### src/sv/mde_pkg.sv
// Shared types and constants of the motion detector: field widths, register
// indexes, the sequencer states and the per-axis lane control group. No dependencies.
package mde_pkg;

   localparam int AXES       = 3;
   localparam int SAMPLE_W   = 16;
   localparam int GAIN_W     = 17;
   localparam int THRESH_W   = 17;
   localparam int INTERVAL_W = 8;
   localparam int COUNT_W    = 8;
   localparam int AVG_W      = 32;
   localparam int FRAC_W     = 16;
   localparam int PROD_A_W   = GAIN_W + 1 + SAMPLE_W;
   localparam int PROD_B_W   = GAIN_W + 1 + AVG_W;
   localparam int DIFF_W     = AVG_W + 1;
   localparam int ABS_W      = 24;
   localparam int SQ_W       = 2 * ABS_W;
   localparam int SUM_W      = SQ_W + 2;
   localparam int ROOT_W     = SUM_W / 2;
   localparam int REM_W      = ROOT_W + 3;
   localparam int MAG_W      = 17;
   localparam int MAG_SHIFT  = 8;
   localparam int STEP_W     = $clog2(ROOT_W);

   localparam int CSR_ADDR_W = 4;
   localparam int CSR_DATA_W = 32;

   localparam logic [GAIN_W-1:0]     GAIN_ONE       = GAIN_W'(65536);
   localparam logic [GAIN_W-1:0]     GAIN_RESET     = GAIN_W'(6554);
   localparam logic [THRESH_W-1:0]   THRESH_RESET   = THRESH_W'(1000);
   localparam logic [INTERVAL_W-1:0] INTERVAL_RESET = '0;

   // Register index, taken from paddr[3:2].
   localparam logic [1:0] REG_GAIN     = 2'd0;
   localparam logic [1:0] REG_THRESH   = 2'd1;
   localparam logic [1:0] REG_INTERVAL = 2'd2;

   typedef enum logic [2:0] {
      ST_IDLE,
      ST_MUL,
      ST_UPD,
      ST_DIFF,
      ST_SQR,
      ST_SUM,
      ST_ROOT,
      ST_EMIT
   } state_type;

   typedef struct packed {
      logic take;
      logic load;
      logic mul;
      logic upd;
      logic ref_copy;
      logic diff;
      logic sqr;
   } lane_ctrl_type;

endpackage

### src/sv/mde_lane.sv
// One axis lane: moving-average state, reference copy and squared deviation.
// Depends on mde_pkg for widths and the lane control struct.
module mde_lane
   import mde_pkg::*;
(
   input  logic                       clock,
   input  logic                       reset,
   input  lane_ctrl_type              ctrl,
   input  logic signed [SAMPLE_W-1:0] sample,
   input  logic [GAIN_W-1:0]          gain,
   input  logic [GAIN_W-1:0]          gain_rest,
   output logic [SQ_W-1:0]            square
);

   logic signed [SAMPLE_W-1:0] sample_ff;
   logic signed [AVG_W-1:0]    avg_ff;
   logic signed [AVG_W-1:0]    ref_ff;
   logic signed [PROD_A_W-1:0] prod_a_ff;
   logic signed [PROD_A_W-1:0] prod_a_in;
   logic signed [PROD_B_W-1:0] prod_b_ff;
   logic signed [PROD_B_W-1:0] prod_b_in;
   logic signed [PROD_B_W-1:0] upd_sum;
   logic [AVG_W-1:0]           avg_upd;
   logic [DIFF_W-1:0]          diff;
   logic [DIFF_W-1:0]          diff_abs;
   logic [ABS_W-1:0]           abs_ff;
   logic [ABS_W-1:0]           abs_in;
   logic [SQ_W-1:0]            sq_ff;
   logic [SQ_W-1:0]            sq_in;

   always_comb begin
      prod_a_in = $signed({1'b0, gain}) * sample_ff;
      prod_b_in = $signed({1'b0, gain_rest}) * avg_ff;
      // The new-sample term has no fraction, so flooring the sum only
      // touches the weighted old average.
      upd_sum   = (prod_b_ff >>> FRAC_W) + prod_a_ff;
      avg_upd   = upd_sum[AVG_W-1:0];
      diff      = {avg_ff[AVG_W-1], avg_ff} - {ref_ff[AVG_W-1], ref_ff};
      diff_abs  = diff[DIFF_W-1] ? (~diff + DIFF_W'(1)) : diff;
      abs_in    = diff_abs[MAG_SHIFT +: ABS_W];
      sq_in     = abs_ff * abs_ff;
   end

   always_ff @(posedge clock) begin
      if (reset) begin
         avg_ff <= '0;
         ref_ff <= '0;
      end else begin
         if (ctrl.load) begin
            avg_ff <= {sample_ff, {FRAC_W{1'b0}}};
         end else if (ctrl.upd) begin
            avg_ff <= avg_upd;
         end
         if (ctrl.upd && ctrl.ref_copy) begin
            ref_ff <= avg_upd;
         end
      end
   end

   always_ff @(posedge clock) begin
      if (ctrl.take) begin
         sample_ff <= sample;
      end
      if (ctrl.mul) begin
         prod_a_ff <= prod_a_in;
         prod_b_ff <= prod_b_in;
      end
      if (ctrl.diff) begin
         abs_ff <= abs_in;
      end
      if (ctrl.sqr) begin
         sq_ff <= sq_in;
      end
   end

   assign square = sq_ff;

endmodule

### config.mk
export PLATFORM = sky130hd
export DESIGN_NAME = mde_lane
export DESIGN_NICKNAME = d
export VERILOG_FILES = /design/src/sv/mde_pkg.sv /design/src/sv/mde_lane.sv
export SDC_FILE = /design/constraint.sdc
export NUM_CORES = 2
export LEC_CHECK = 0
export ABC_CLOCK_PERIOD_IN_PS = 9000
export BUFFER_PORTS_ARGS = -buffer_cell sky130_fd_sc_hd__buf_2
export CORE_UTILIZATION = 60
export DETAILED_ROUTE_END_ITERATION = 8
export PLACE_DENSITY = 0.87
export SYNTH_ARGS = -nofsm -noshare
export SYNTH_HDL_FRONTEND = slang
export SYNTH_SLANG_ARGS = --single-unit
### constraint.sdc
create_clock -name clock -period 9 [get_ports clock]
set_input_delay 0 -clock clock [delete_from_list [all_inputs] [get_ports clock]]
set_output_delay 0 -clock clock [all_outputs]
set_load 0.05 [all_outputs]
# Word level (Yosys, flattened, before mapping)
# Index checks and enable logic that the tools add are counted.
# word_totals
reg_bits	232
inputBits	59
out_inout_bits	48
elab_cells	21
# op_classes
add_sub_neg	3
mul	3
muxes	3
n_bitwise	1
reduce_logical	3
# op_table
cell	count
32-bit 2-to-1 mux	3
18-bit by 32-bit multiplier with 48-bit output	1
24-bit by 24-bit multiplier with 48-bit output	1
32-bit by 32-bit subtractor with 33-bit output	1
32-bit by 1-bit adder with 32-bit output, second input constant	1
32-bit adder	1
18-bit by 16-bit multiplier with 32-bit output	1
32-bit inverter	1
2-bit nonzero test	1
2-bit OR reduction	1
1-bit logical AND	1

# Longest topological paths before layout
# depth
ltp_word	4
depth_mapped	28
depth_no_buf	27

# Least setup slack after synthesis
# No wires, ideal clock.
# synth_timing
path_kind	reg2reg
start	register abs_ff[17]
end	register sq_ff[43] (netlist: square[43]), data pin
t_arrival_ns	7.126
required_time_ns	8.744
path_slack_ns	1.619
stages_incl_launch_ff	27
path_buffers	3
period_less_slack_ns	7.381
path_cell_list	edfxtp_1 clkbuf_1 clkbuf_1 nand2_1 fa_1 inv_1 fa_1 fa_1 inv_1 fa_1 inv_1 fa_1 fa_1 inv_1 fa_1 inv_1 ha_1 clkbuf_1 a21oi_1 o21ai_0 a221oi_1 a21oi_1 o311ai_1 a311oi_1 o211a_1 or4_1 o211a_1
# synth_between
elab_chain_len	1
# synth_lines
element	line_no	source
start: declaration	mde_lane.sv:26	logic [ABS_W-1:0] abs_ff;
start signal: assignment	mde_lane.sv:69	abs_ff <= abs_in;
24-bit by 24-bit multiplier with 48-bit output	mde_lane.sv:41	sq_in = abs_ff * abs_ff;
net sq_in[43]	mde_lane.sv:29	logic [SQ_W-1:0] sq_in;
end signal: assignment	mde_lane.sv:72	sq_ff <= sq_in;
end: declaration	mde_lane.sv:28	logic [SQ_W-1:0] sq_ff;
# The timed path passes the listed nets, and every way through them passes these cells.
# A chain may end at the register's enable or synchronous reset.

# Worst setup path in the final report
# layout_timing
start	register abs_ff[13]
end	register sq_ff[44] (netlist: square[44]), data pin
# Same word-level chain as after synthesis.

==> out/summary.md <==
The flow ran to the end, but the final reports show violations. The final reports fail on DRC. The detail-routed via count per cell is 5.679, and the number of nets in the layout is 7508.

Before CTS, the worst setup slack after placement is 0.8420 ns. The logic depth of the worst register-to-register path came out at 25. For this run the aggregate overflow at the end of global routing stands at 0. The setup slack after layout is 0.6816 ns. The tools report the slack of the worst reg-to-reg path as 0.68 ns.

Data on the critical path arrives at its endpoint at 8.65 ns. The critical path startpoint category is a register. Via count of the first global-routing pass: 44060. After Yosys synthesis, and, or, nand and nor cells account for 14.41% of the synthesized area.

Total global routing track utilization: 30.09%. The cell area that synthesis handed to floorplanning was 0.05393 sq mm. The total count of hold-check failures in the final report was 0; the setup clock skew after layout was 0.01513 ns. The path with the worst hold slack has its endpoint at ref_ff[29]. The largest fanout on the critical path works out to 24. In this run the most critical hold path is launched from ctrl[2].

A synthesized cell averages 9.191 sq um. For this configuration, the core starts out at a cell density of 60.84%. Summing the sequential cell areas from Yosys gives 10.78% of the chip area. Timing would allow up to 0.1202 GHz.

The TritonCTS buffer count is 27, and the number of gates resized after CTS is 0. The maximum number of pins on one net before global-route repair was 65. Counting every sink on the clock net gives 215.

The chip height was 301.8 microns. The post-synthesis cell type with the largest combined area was fa_1. Sorting the synthesized cells by area gives the leading types as fa_1 42%, ha_1 11%, inv_1 10%, edfxtp_1 8.4%, nand2_1 5.5%.

The logs give 3 for the initial antenna violation count and 0 for the warning count from the yosys run. Kind of critical path: register to register. The tools report the half-perimeter wire length of the detailed placement result as 105.5 mm. For this block, the initial DRC count from the detailed router was 2954. The overall die width is 301.8 microns. For the first-pass GRT wire length, the log shows 217.9 mm.

Data on the critical path is required at its endpoint by 9.33 ns. The maximum count of clock buffers along a single path was 3. The number of levels the H-tree was split into is 1, and the final-report setup violation count is 0. The tree is rooted in a clkbuf_16. Setup repair after global routing left no endpoint under its margin. The worst reg2reg path startpoint was abs_ff[13]. The period utilization is 92.43%.

The area of the core is 0.08865 sq mm. The worst setup path is captured at a register. The setup TNS after final layout was 0 ns; the max-slew violation count was 0. Boundary pin count: 107. The most used flip-flop cell after synthesis is edfxtp_1. The number of nets handed over by synthesis was 7528.

The final design area excluding fillers is 0.05666 sq mm, and the count of input and output buffers is 105. The async set-or-reset flop fraction in the synthesized netlist was 0%. The placed instances occupy a cell area of 0.05549 sq mm.

The worst pin sits at a relative slew slack of 21.39%. The routed design could run at a clock period as short as 8.318 ns. Number of setup buffers added after CTS: 0.

The clock latency reported for the late side of the worst-skew pair is 0.58 ns, and the DRC violation count after routing is 16. The area growth from synthesis to layout is 5.060%, and the adder-cell area share of the yosys netlist is 53.01%. For the number of distinct library cells after synthesis, the log shows 78.

The first TritonRoute pass finished after 9 iterations. Via count: 39960. Of the post-synthesis cell area, the dominant cell type holds 42.32%. For the pin with the worst max-slew slack, the measured transition is 1.179 ns. In the synthesized netlist, mux cells make up 0.4710% of the area.

After detailed routing, the total wire length is 130.8 mm. The xor and xnor area share after synthesis works out to 3.037%. The commonest non-fill, non-tap cell in the layout is inv_1. TritonCTS built the clock tree. In this run the critical register-to-register path is captured at square[44]. The initialized floorplan defines 109 standard-cell rows. The number of antenna-violating nets in the routed design is 0. By area, the combinational part of the netlist is dominated by adder cells.

In the synthesized netlist, the number of instances is 5868. After clock tree synthesis, the clock-pin slew on the worst setup and hold paths is 0.06 ns. The weighted congestion at the end of routability-driven global placement is 0.9573.

The worst hold path passes through 5 cells. The complex-gate fraction of the synthesized area works out to 6.554%. Max-capacitance violation count: 0. The worst hold-check path type was input port to register. The synthesized flop and latch total is 215.

The tools report the beginning of the critical path as abs_ff[13]. In the final layout, the share of cells above drive strength 1 is 4.106%. The top cell types in the final layout, fill and taps aside, are 1448 x inv_1, 1140 x fa_1, 794 x nand2_1, 461 x ha_1, 423 x and2_1. In this run, synthesis inferred 151 flip-flops with an integrated enable. The floorplan step defined a die boundary enclosing 0.09109 sq mm.

After detailed routing, the average wire length per cell comes to 18.59 microns.
[registers in the layout (all words and copies together), names as in the netlist]
name and flops:
prod_a_ff 32, avg_ff 32, ref_ff 32, prod_b_ff 32, sample_ff 16, abs_ff 24, square 47
[how the worst max path moves through the flow]
stage / end / slack, ns / cells past startpoint
floorplan: square[43] / 1.62 / 26
global placement: square[46] / 1.08 / 27
detailed placement: square[44] / 0.84 / 26
CTS: square[46] / 0.79 / 25
global route: square[46] / 0.31 / 27
finish: square[44] / 0.68 / 25
[synth_stat cells, types with 43 or more instances]
cell type	count
edfxtp_1	151
a21oi_1	183
nor2_1	161
dfxtp_1	64
and2_1	423
inv_1	1448
ha_1	461
clkbuf_1	221
nand2_1	794
xor2_1	63
fa_1	1140
nor3_1	43
o21ai_0	71
xnor2_1	124
a21o_1	65
[cell type report]
cell class                 instances  area [sq um]
clock buffer                      41         890.9
timing repair buffer             186          1184
inverter                        1449          5439
sequential                       215          5816
multi-input combinational       3969         41790
fill                            6847         31990
tap                             1165          1458
clock inverter                     9         78.83
antenna                            2         5.005
[through the flow]
stage | util (%) | hold slack, ns | instances
detailed placement | 62.59 | 0.1782 | 6964
finish | 63.92 | 0.04693 | 7036
CTS | 63.91 | 0.01117 | 7034
global placement | 62.59 | 0.1766 | 6964
floorplan | - | 0.09887 | 5868
global route | 63.91 | 0.05842 | 7034
[metal layers]
layer | wire (microns) | vias to the layer above | part of all wire [%] | track usage (%)
met5 | 25 | - | 0.019 | 0
met4 | 6522 | 4 | 5.0 | 13.79
met3 | 11070 | 443 | 8.5 | 4.633
met2 | 64330 | 1896 | 49 | 51.65
met1 | 48870 | 19990 | 37 | 37.57
li1 | - | 17630 | - | -
[cell families after synthesis]
| kind of cell | Yosys count |
|---|---|
| other cells | 1 |
| simple gates | 1620 |
| mux | 25 |
| xor+xnor | 187 |
| buf+inv | 1684 |
| compound gates | 535 |
| flops | 215 |
| fa+ha+maj | 1601 |
[repair_timing]
action | CTS | global route
endpoints found under the setup margin | 0 | 0
endpoints found under the hold margin | 66 | 0
hold buffers | 20 | 0
[critical path, stage by stage, from the launching register on]
cell	delay (ns)
edfxtp_1	0.96
nand2_1	0.18
fa_1	0.61
inv_1	0.08
fa_1	0.55
inv_1	0.06
fa_1	0.53
inv_1	0.06
fa_1	0.41
fa_1	0.47
fa_1	0.54
inv_1	0.05
fa_1	0.47
inv_1	0.04
ha_1	0.31
a21oi_1	0.24
nor2_1	0.08
a211oi_1	0.27
a21oi_1	0.23
o2111ai_1	0.63
a21oi_1	0.27
o311ai_0	0.47
buf_4	0.21
o31ai_1	0.06
a21oi_1	0.18
xnor2_1	0.09
Power is left out: the tool's default activity adds up to more than one toggle a clock period on the data nets, which glitch-free logic cannot reach.
