===== src/sv/mde_pkg.sv =====
// Shared types and constants of the motion detector: field widths, register
// indexes, the sequencer states and the per-axis lane control group. No dependencies.
package mde_pkg;

   localparam int AXES       = 3;
   localparam int SAMPLE_W   = 16;
   localparam int GAIN_W     = 17;
   localparam int THRESH_W   = 17;
   localparam int INTERVAL_W = 8;
   localparam int COUNT_W    = 8;
   localparam int AVG_W      = 32;
   localparam int FRAC_W     = 16;
   localparam int PROD_A_W   = GAIN_W + 1 + SAMPLE_W;
   localparam int PROD_B_W   = GAIN_W + 1 + AVG_W;
   localparam int DIFF_W     = AVG_W + 1;
   localparam int ABS_W      = 24;
   localparam int SQ_W       = 2 * ABS_W;
   localparam int SUM_W      = SQ_W + 2;
   localparam int ROOT_W     = SUM_W / 2;
   localparam int REM_W      = ROOT_W + 3;
   localparam int MAG_W      = 17;
   localparam int MAG_SHIFT  = 8;
   localparam int STEP_W     = $clog2(ROOT_W);

   localparam int CSR_ADDR_W = 4;
   localparam int CSR_DATA_W = 32;

   localparam logic [GAIN_W-1:0]     GAIN_ONE       = GAIN_W'(65536);
   localparam logic [GAIN_W-1:0]     GAIN_RESET     = GAIN_W'(6554);
   localparam logic [THRESH_W-1:0]   THRESH_RESET   = THRESH_W'(1000);
   localparam logic [INTERVAL_W-1:0] INTERVAL_RESET = '0;

   // Register index, taken from paddr[3:2].
   localparam logic [1:0] REG_GAIN     = 2'd0;
   localparam logic [1:0] REG_THRESH   = 2'd1;
   localparam logic [1:0] REG_INTERVAL = 2'd2;

   typedef enum logic [2:0] {
      ST_IDLE,
      ST_MUL,
      ST_UPD,
      ST_DIFF,
      ST_SQR,
      ST_SUM,
      ST_ROOT,
      ST_EMIT
   } state_type;

   typedef struct packed {
      logic take;
      logic load;
      logic mul;
      logic upd;
      logic ref_copy;
      logic diff;
      logic sqr;
   } lane_ctrl_type;

endpackage


===== src/sv/mde_isqrt.sv =====
// Merging stage: sums the lanes' squared deviations and takes the floor
// square root two bits per cycle. Depends on mde_pkg for widths.
module mde_isqrt
   import mde_pkg::*;
(
   input  logic                       clock,
   input  logic                       reset,
   input  logic                       start,
   input  logic [AXES-1:0][SQ_W-1:0]  squares,
   output logic                       done,
   output logic [ROOT_W-1:0]          root
);

   logic [SUM_W-1:0]  op_ff;
   logic [SUM_W-1:0]  op_in;
   logic [REM_W-1:0]  rem_ff;
   logic [REM_W-1:0]  rem_in;
   logic [ROOT_W-1:0] root_ff;
   logic [ROOT_W-1:0] root_in;
   logic [STEP_W-1:0] count_ff;
   logic [STEP_W-1:0] count_in;
   logic              busy_ff;
   logic              busy_in;
   logic              done_ff;
   logic              done_in;
   logic [REM_W-1:0]  cand;
   logic [REM_W-1:0]  trial;
   logic [SUM_W-1:0]  total;

   always_comb begin
      total = '0;
      for (int i = 0; i < AXES; i++) begin
         total = total + SUM_W'(squares[i]);
      end
      cand  = {rem_ff[REM_W-3:0], op_ff[SUM_W-1 -: 2]};
      trial = {1'b0, root_ff, 2'b01};

      op_in    = op_ff;
      rem_in   = rem_ff;
      root_in  = root_ff;
      count_in = count_ff;
      busy_in  = busy_ff;
      done_in  = 1'b0;

      if (start) begin
         op_in    = total;
         rem_in   = '0;
         root_in  = '0;
         count_in = '0;
         busy_in  = 1'b1;
      end else if (busy_ff) begin
         op_in = {op_ff[SUM_W-3:0], 2'b00};
         if (cand >= trial) begin
            rem_in  = cand - trial;
            root_in = {root_ff[ROOT_W-2:0], 1'b1};
         end else begin
            rem_in  = cand;
            root_in = {root_ff[ROOT_W-2:0], 1'b0};
         end
         count_in = count_ff + STEP_W'(1);
         if (count_ff == STEP_W'(ROOT_W - 1)) begin
            busy_in = 1'b0;
            done_in = 1'b1;
         end
      end
   end

   always_ff @(posedge clock) begin
      if (reset) begin
         busy_ff <= 1'b0;
         done_ff <= 1'b0;
      end else begin
         busy_ff <= busy_in;
         done_ff <= done_in;
      end
   end

   always_ff @(posedge clock) begin
      op_ff    <= op_in;
      rem_ff   <= rem_in;
      root_ff  <= root_in;
      count_ff <= count_in;
   end

   assign done = done_ff;
   assign root = root_ff;

endmodule


===== config.mk =====
export PLATFORM = sky130hd
export DESIGN_NAME = mde_isqrt
export DESIGN_NICKNAME = d
export VERILOG_FILES = /design/src/sv/mde_pkg.sv /design/src/sv/mde_isqrt.sv
export SDC_FILE = /design/constraint.sdc
export NUM_CORES = 1
export LEC_CHECK = 0
export ABC_AREA = 1
export BUFFER_PORTS_ARGS = -buffer_cell sky130_fd_sc_hd__buf_2
export CORE_MARGIN = 4
export CORE_UTILIZATION = 52
export CTS_BUF_LIST = sky130_fd_sc_hd__clkbuf_4
export CTS_CLUSTER_DIAMETER = 120
export DETAILED_ROUTE_END_ITERATION = 8
export PLACE_DENSITY = 0.71
export SYNTH_ARGS = -nofsm -noshare
export SYNTH_HDL_FRONTEND = slang
export SYNTH_SLANG_ARGS = --single-unit
export TNS_END_PERCENT = 1

===== constraint.sdc =====
create_clock -name clock -period 8.05 [get_ports clock]
set_input_delay 0.805 -clock clock [delete_from_list [all_inputs] [get_ports clock]]
set_output_delay 0.805 -clock clock [all_outputs]
set_load 0.02 [all_outputs]

# Word level (Yosys, flattened, before mapping)
# Index checks and enable logic that the tools add are counted.
# totals
register_bits	108
input_bits	147
out_inout_bits	26
elab_cells	23
# classes
add_sub_neg	4
magnitude_cmp	1
eq_ne	1
n_mux	8
bitwise	1
n_reduce_logical	2
# op_table
operator	n
two-way mux 50 bit	2
adder 49 x 48 -> 50 bit	1
adder 48 x 48 -> 49 bit	1
>= comparator 28 x 27 -> 1 bit	1
two-way mux 26 bit	1
subtractor 26 bit	1
adder 5 x 1 -> 5 bit (second input constant)	1
== test 5 bit (second input constant)	1
two-way mux 1 bit	5
OR reduction 3 bit	1
nonzero test 2 bit	1
inverter 1 bit	1

# Logic depth before layout (Yosys ltp)
# Gate-level depths: netlist of run 1.
# depth
ltp_word	4
depth_mapped	16
depth_no_buf	16

# Worst setup path before layout of run 1
# OpenSTA, ideal clock, no wires.
# synth_path
path_kind	input to register
startpoint	input port start
endpoint	register op_ff[0] (enable)
setup_time_ns	0.434
arrival_ns	2.915
t_required_ns	7.616
slack_ns	4.701
cell_stages	4
n_path_buf	2
cell_sequence	clkbuf_1 -> nor2_2 -> clkinv_1 -> buf_1
# synth_between
elab_chain_len	1
# synth_rtl
item	line_no	source
from (decl)	mde_isqrt.sv:8	input logic start,
nonzero test 2 bit (no line)	-	
to (signal assigned)	mde_isqrt.sv:79	op_ff <= op_in;
to (decl)	mde_isqrt.sv:14	logic [SUM_W-1:0] op_ff;
# Every way passes these cells.
# A chain may end at the register's enable or synchronous reset.

# Final worst setup path of run 1
# layout_path
startpoint	input port squares[1] (netlist bit)
endpoint	register op_ff[21], data pin
# layout_between
elab_chain_len	3
# layout_rtl
item	line_no	source
from (decl)	mde_isqrt.sv:9	input logic [AXES-1:0][SQ_W-1:0] squares,
adder 48 x 48 -> 49 bit	mde_isqrt.sv:33	total = total + SUM_W'(squares[i]);
adder 49 x 48 -> 50 bit	mde_isqrt.sv:33	
two-way mux 50 bit	mde_isqrt.sv:45	if (start) begin
via op_in[21]	mde_isqrt.sv:15	logic [SUM_W-1:0] op_in;
# The timed path passes the listed nets, and every way through them passes these cells.

==> metrics.md, run 1 <==
| Metric | Value |
|---|---|
| Width of the chip | 154.8 µm |
| Post-CTS Resized | 0 |
| Crit path time final | 3.079 ns |
| Final WL | 32010 µm |
| Hold buffers post-CTS | 0 |
| RSZ-0062 raised after global routing | no |
| RePlAce Congestion | 1.003 |
| Setup Skew | 0.03129 ns |
| Worst Setup End Kind | flip-flop |
| Seq/Total Area, Yosys | between 20% and 30% |
| R2R depth | 12 |
| Crit path launch | squares[1] |
| Final setup violation count | 0 |
| Synth-to-Final Area Change | 11.25% |
| Number of top-level pins | 173 |
| Grt ovf | 0 |
| CP dominant cell by count | nand2_1 |
| Worst-Skew Late Latency | between 0.5 and 0.6 ns |
| CP Max Fanout | 4 |
| Buffers on Ports | 172 |
| WP data arrival | approximately 3.4 ns |
| YS warnings | 0 |
| Clock buffer count from CTS | 9 |
| Routed via count | 11.43k |
| LEAKAGE | 0.006980 µW |
| Post-synth EDFFs | 50 |
| Final period utilization | between 30% and 40% |
| Worst-path clk slew | 0.20 ns |
| Cells after DPL | 2213 |
| Reg2reg start | root[12] |
| Final hold viol count | 0 |
| Rel. slew slack | 43.42% |
| Status | completed |
| Cell taking the most area after synthesis | nand2_1 |
| First-pass GRT wire length | ~53000 µm |
| Largest net degree at the start of global routing | 69 |
| Crit-path max cell delay | 0.48 ns |
| Residual DRC | 0 |
| Distinct cells, synth | 36 |
| Most frequent cell after synthesis | nand2_1 |
| Synth top area share | ~25% |
| Post-layout nets | 2221 |
| Fin cells | 2230 |
| #FFs+latches synth | 108 |
| Area of the core | 21090 µm² |
| Iteration-0 DRC Markers | a little under 800 |
| Initial antenna violation count | 1 |
| CP max stage cell | fa_1 |
| Fmax | about 320 MHz |
| Row count | 53 |
| Die ar. | 23950 µm² |
| Syn Nets | between 2k and 2.5k |
| Final antenna-violating net count | 0 |
| Total GRT Usage | between 20% and 30% |
| Slew Viols, Final | 0 |
| Via/cell ratio | 5.124 |
| Crit Path Class | in -> reg |
| Layout cells sized above 1 | roughly 11% |
| Bufs on Longest Clock Path | 2 |
| H-tree depth | 3 |
| Cells after synthesis | 1790 |
| Worst Setup Start Kind | primary input |
| Ranking of synthesized cells by area | nand2_1, edfxtp_1, inv_1 |
| Hold crit path type | in -> reg |
| Async S/R FF share, synth | 0% |
| Worst R2R Setup Slack | 5.10 ns |
| Initial Utilization | 53.11% |
| Netlist Area Pre-Place | 11200 µm² |
| PwrDens | 314.7 nW/µm² |
| Vias in the first global route | around 11k |
| Worst Setup EP | op_ff[21] |
| Max_cap viols | 0 |
| Total negative slack | 0 ns |
| Worst slew pin tran | 0.8436 ns |
| Worst r2r dst | rem_ff[25] |
| Synth cell count leaders | nand2_1, inv_1, nor2_1, nand3_1, ha_1 |
| Syn_area_per_cell | ~6.3 µm² |
| Main synth FF type | dfxtp_1 |
| CTS root buf | clkbuf_4 |
| Die H | 154.8 µm |
| Pre-antenna DRT Iters | 6 |
| Worst supply voltage drop on vdd | 218.9 µV |
| DR WL/cell | 14.36 µm |
| CTS tree | built |
| Clock Sink Count | 108 |
| CP Cell Sequence | buf_2, fa_1, ha_1, fa_1, nand2_1, nand3_1, and2_1, nand2_1, nand3b_1, or2_2, nand3_1, nand2_1 |
| # Post-CTS Setup Buffers | 0 |
| Worst Path Required | 8.34 ns |
| Detailed Place HPWL | 26210 µm |
## area by class of cell
cell class              instances  area (µm²)
well taps                     275       344.1
multi-input cells            1340        7231
clock inverters                 7       80.08
repair buffers                177       898.4
diodes                          1       2.502
fillers                      2170        8627
clock buffers                   9       67.56
flip-flops and latches        108        2663
inverters                     313        1175
## layout by cell type (no fill, tap or decap), types with 2 or more instances in the layout
cell      Yosys  routed
dfxtp_1      58      58
nand2_1     748     748
nand2_2       2       2
xor2_1       12      12
nand4_1      39      39
inv_8         0       2
clkinv_8      0       2
nor2_1      127     127
fa_1         49      49
inv_2         1       2
o21ai_0      27      27
buf_4         0       5
o21bai_1      9       9
inv_1       310     309
edfxtp_1     50      50
or2_2         6       6
a21oi_1      54      54
o21a_1        2       2
nor2_2        2       2
nand3b_1     14      14
nor3_2        2       2
clkinv_1      2       2
xnor2_1      17      17
nor4_1        2       2
o22ai_1      25      25
nand3_2       2       2
nor3_1       10      10
clkbuf_4      0       9
and2_1        5       5
buf_2         6     172
ha_1         76      76
nand3_1     106     106
## worst max-delay path, delay by kind of cell
family / cells / cell delay, ns
fa+ha+maj: 3 / 1.21
simple gates: 8 / 1.22
buf+inv: 1 / 0.11
## sequential cells by signal (all words and copies together) (netlist names)
| signal | cells |
|---|---|
| count_ff | 5 |
| root | 25 |
| rem_ff | 26 |
| op_ff | 50 |
| done | 1 |
| busy_ff | 1 |
## power by group
group / switching, µW / internal (µW)
Combinational: 1900 / 949
Sequential: 60.8 / 706
Clock: 227 / 74.5
Total: 2190 / 1730
## cell families after synthesis
logic type	Yosys count	share of synthesized area, %
AO/OA/AOI/OAI	120	5.954
buffers and inverters	342	11.67
XOR/XNOR	29	2.268
AND/OR/NAND/NOR	1066	39.09
adder cells (fa/ha/maj)	125	17.25
flip-flops	108	23.77
## stage by stage
step	worst slack, ns	hold slack [ns]	instance area [µm²]	power, µW	utilization (%)
after detailed placement	4.464	0.4640	12310	3600	58.38
after CTS	5.025	0.3906	12460	3910	59.08
after global placement	4.455	0.4499	12310	3578	58.38
after global routing	4.810	0.3844	12460	4370	59.09
final	4.972	0.4198	12460	3921	59.09
after floorplan	4.701	0.4231	11200	2948	-
## metal layers
layer	part of all wire [%]	track usage [%]	up-vias	routed length, µm
met1	44	35.41	5093	14200
met5	0	0	-	0
met4	3.7	10.72	0	1186
met2	46	45.55	383	14750
met3	5.9	2.658	65	1883
li1	-	-	5885	-
## how the worst min path moves through the flow
| stage | from | to | depth (start not counted) |
|---|---|---|---|
| 2_1_floorplan | count_ff[4] | count_ff[4] | 1 |
| 3_3_place_gp | rem_ff[24] | rem_ff[24] | 2 |
| 3_5_place_dp | rem_ff[2] | rem_ff[2] | 2 |
| 4_1_cts | reset | done | 2 |
| 5_1_grt | reset | done | 2 |
| 6_report | reset | done | 2 |
Note: power is estimated with default switching activity, not from simulation.
==> run 2, diff against run 1 <==
--- a/config.mk
+++ b/config.mk
@@ -5,14 +5,14 @@
 export SDC_FILE = /design/constraint.sdc
 export NUM_CORES = 1
 export LEC_CHECK = 0
-export ABC_AREA = 1
+export ABC_AREA = 0
 export BUFFER_PORTS_ARGS = -buffer_cell sky130_fd_sc_hd__buf_2
 export CORE_MARGIN = 4
 export CORE_UTILIZATION = 52
 export CTS_BUF_LIST = sky130_fd_sc_hd__clkbuf_4
 export CTS_CLUSTER_DIAMETER = 120
 export DETAILED_ROUTE_END_ITERATION = 8
-export PLACE_DENSITY = 0.71
+export PLACE_DENSITY = 0.72
 export SYNTH_ARGS = -nofsm -noshare
 export SYNTH_HDL_FRONTEND = slang
 export SYNTH_SLANG_ARGS = --single-unit
==> constraint.sdc (replaced) <==
create_clock -name clock -period 2.98 [get_ports clock]
set_input_delay 0.298 -clock clock [delete_from_list [all_inputs] [get_ports clock]]
set_output_delay 0.298 -clock clock [all_outputs]
set_load 0.02 [all_outputs]
==> run 2 against run 1 <==
Effect of this change:
- the run now ends with setup timing left
- clock power grew 150%
- combinational power grew 110%
- die area shrank 17%
- critical path depth grew 2
- largest power group unchanged
- synthesized area shrank 17%
- first-iteration DRC count shrank 53%
- non-clock buffer count grew 162
==> metrics.md, run 2 <==
| Metric | Value |
|---|---|
| Status | finished with violations |
| Failing checks | setup timing |
| Logic pwr share | 67.6% |
| Netlist Area Pre-Place | 9245 µm² |
| Largest reg by FF count | op_ff |
| Via/cell ratio | 5.402 |
| Switching share of power | 40.55% |
| Row count | 48 |
| Final period utilization | 104.1% |
| Area taken by multi-input logic gates | between 6000 and 7000 µm² |
| Largest net degree at the start of global routing | between 50 and 60 |
| Slew Viols, Final | 0 |
| Worst Path Required | 3.33 ns |
| Post-layout nets | about 1.5k |
| M1 WL | 9696 µm |
| Total GRT Usage | between 20% and 30% |
| Grt ovf | 0 |
| Hold crit path type | in -> reg |
| Residual DRC | 0 |
| Buffers on Ports | roughly 170 |
| Reg2reg start | root[13] |
| P_sw | 3612 µW |
| Width of the chip | 141.3 µm |
| H-tree depth | 3 |
| CP Max Fanout | 4 |
| Ranking of synthesized cells by area | edfxtp_1, dfxtp_1, fa_1 |
| YS warnings | 0 |
| Max_cap viols | 0 |
| Worst-Skew Late Latency | around 0.5 ns |
| Crit path time final | 3.101 ns |
| RSZ-0062 raised after global routing | yes |
| Pre-antenna DRT Iters | 4 |
| Cell taking the most area after synthesis | edfxtp_1 |
| Async S/R FF share, synth | 0% |
| Most frequent cell after synthesis | nor2_1 |
| Synth-to-Final Area Change | 29.52% |
| Crit Path Class | in -> reg |
| Clock Sink Count | around 110 |
| Routed via count | between 8k and 9k |
| Layout cells sized above 1 | 34.74% |
| Met3 wire len | roughly 910 µm |
| Commonest non-fill, non-tap cell in the layout | buf_2 |
| WP data arrival | about 3.5 ns |
| Clock buffer count from CTS | 9 |
| Final core occ | around 70% |
| Iteration-0 DRC Markers | 370 |
| Filler cells | between 1k and 1.5k |
| Final hold viol count | 0 |
| Main synth FF type | dfxtp_1 |
| Area of the core | about 17000 µm² |
| Initial Utilization | 53.27% |
| RePlAce Congestion | 0.8746 |
| Hold EP | root[0] |
| Worst supply voltage drop on vdd | 561.9 µV |
| Sequential standard cell area | around 2700 µm² |
| Worst slew pin tran | 0.6552 ns |
| Bufs on Longest Clock Path | 2 |
| Number of top-level pins | 173 |
| ANT cells | 0 |
| DR WL/cell | ~14 µm |
| Final antenna-violating net count | 0 |
| Worst-path clk slew | 0.16 ns |
| Setup Skew | 0.01982 ns |
| Synth cell count leaders | nor2_1, ha_1, a21oi_1, dfxtp_1 |
| Number of flip-flops under the largest register name | 50 |
| Worst R2R Setup Slack | 0.16 ns |
| Syn_area_per_cell | 9.600 µm² |
| PwrDens | approximately 740 nW/µm² |
| R2R depth | 12 |
| CTS tree | built |
| #FFs+latches synth | ~110 |
| Detailed Place HPWL | roughly 17000 µm |
| Die ar. | 19980 µm² |
| Seq pwr share | 24.0% |
| Worst Setup End Kind | flip-flop |
| Fmax | 322.5 MHz |
| HP Start | start |
| Worst Setup Start Kind | primary input |
| Final WL | about 21000 µm |
| Post-route setup slack | -0.1209 ns |
| Die H | ~140 µm |
| CTS root buf | clkbuf_4 |
| Commonest cells after routing, fill and taps aside | buf_2, buf_4, nor2_1, ha_1, a21oi_1 |
| Seq/Total Area, Yosys | 28.80% |
| Initial antenna violation count | 0 |
| Rel. slew slack | a little under three fifths |
| Crit path launch | squares[97] |
| Cells after synthesis | approximately 960 |
| Vias in the first global route | 7965 |
| Cell Int Power | 5296 µW |
| Worst r2r dst | rem_ff[24] |
| WHS | 0.2462 ns |
| First-pass GRT wire length | ~35000 µm |
| Syn Nets | 1235 |
| Post-synth EDFFs | 50 |
| Top Layer Used | met4 |
| Distinct cells, synth | 73 |
| Metal2 WL | around 10000 µm |
| Final setup violation count | 19 |
| Synth top area share | 16.24% |
| Clock network power share | 8.4% |
| Hold Crit Depth | 2 |
| LEAKAGE | 0.005532 µW |
run 2: changes by cell type after synthesis, moves of 19 or more:
cell / before / now
nand2_1: 748 / 53
inv_1: 310 / 50
nand3_1: 106 / 15
mux2i_1: 0 / 53
a21o_1: 1 / 40
mux2_2: 0 / 39
nor2_1: 127 / 89
nand4_1: 39 / 12
o21ai_1: 0 / 25
o22ai_1: 25 / 1
xnor2_1: 17 / 39
a21oi_1: 54 / 73
run 2: per-stage QoR:
stage	total power [µW]	instance area, µm²	instances	worst slack [ns]	setup TNS (ns)
floorplan	6182	9258	963	-0.3438	-5.026
global placement	7709	11430	1477	-0.7017	-16.44
detailed placement	7801	11430	1477	-0.7732	-18.53
CTS	8661	11710	1499	-0.1660	-1.568
global route	9632	11970	1503	-0.2127	-3.052
finish	8907	11970	1503	-0.1209	-1.083
run 2: cells by family after synthesis:
family                     share of synthesized area, %
AOI/OAI and AO/OA                                 18.37
adders and majority gates                         20.90
buffers and inverters                             3.816
DFF                                               28.80
xor gates and xnor gates                          6.158
and+or+nand+nor                                   11.35
muxes                                             10.61
run 2: power groups by stage:
stage | logic, µW | clock network, µW | registers (µW)
floorplan | 4060 | 0 | 2130
global placement | 5550 | 0 | 2160
detailed placement | 5640 | 0 | 2160
CTS | 5750 | 770 | 2140
global route | 6620 | 832 | 2180
finish | 6020 | 750 | 2140
run 2: layout make-up:
type	instances	area share [%]
Clock buffer	10	0.6270
Clock inverter	6	0.4702
Inverter	50	1.567
Multi-Input combinational cell	765	54.67
Sequential cell	108	22.25
Tap cell	225	2.351
Timing Repair Buffer	339	18.07
run 2: worst max path at each step:
stage / depth (start not counted) / slack (ns) / end
3_3_place_gp: 13 / -0.70 / op_ff[48]
5_1_grt: 14 / -0.21 / op_ff[45]
6_report: 14 / -0.12 / op_ff[45]
2_1_floorplan: 12 / -0.34 / op_ff[48]
3_5_place_dp: 13 / -0.77 / op_ff[48]
4_1_cts: 14 / -0.17 / op_ff[46]
run 2: per-layer routing:
| layer | up-vias | GRT usage (%) |
|---|---|---|
| li1 | 4109 | - |
| met5 | - | 0 |
| met4 | 0 | 4.182 |
| met3 | 14 | 3.000 |
| met2 | 160 | 36.22 |
| met1 | 3836 | 27.61 |
run 2: repair_timing:
action | 4_1_cts | 5_1_grt
hold endpoints to repair | 2 | 0
pin swaps | 18 | 30
gates cloned | 0 | 0
setup endpoints to repair | 18 | 45
hold buffers | 1 | 0
buffers inserted | 5 | 4
gates resized for setup | 16 | 46
run 2: critical path: stages:
cell,delay [ns]
buf_6,0.09
fa_1,0.48
ha_2,0.20
fa_2,0.35
a21o_1,0.20
a21oi_2,0.18
o21ai_2,0.09
o2111ai_2,0.23
o31a_1,0.32
o21ai_4,0.13
a211o_1,0.31
a21boi_2,0.17
mux2_4,0.32
o2111ai_2,0.06
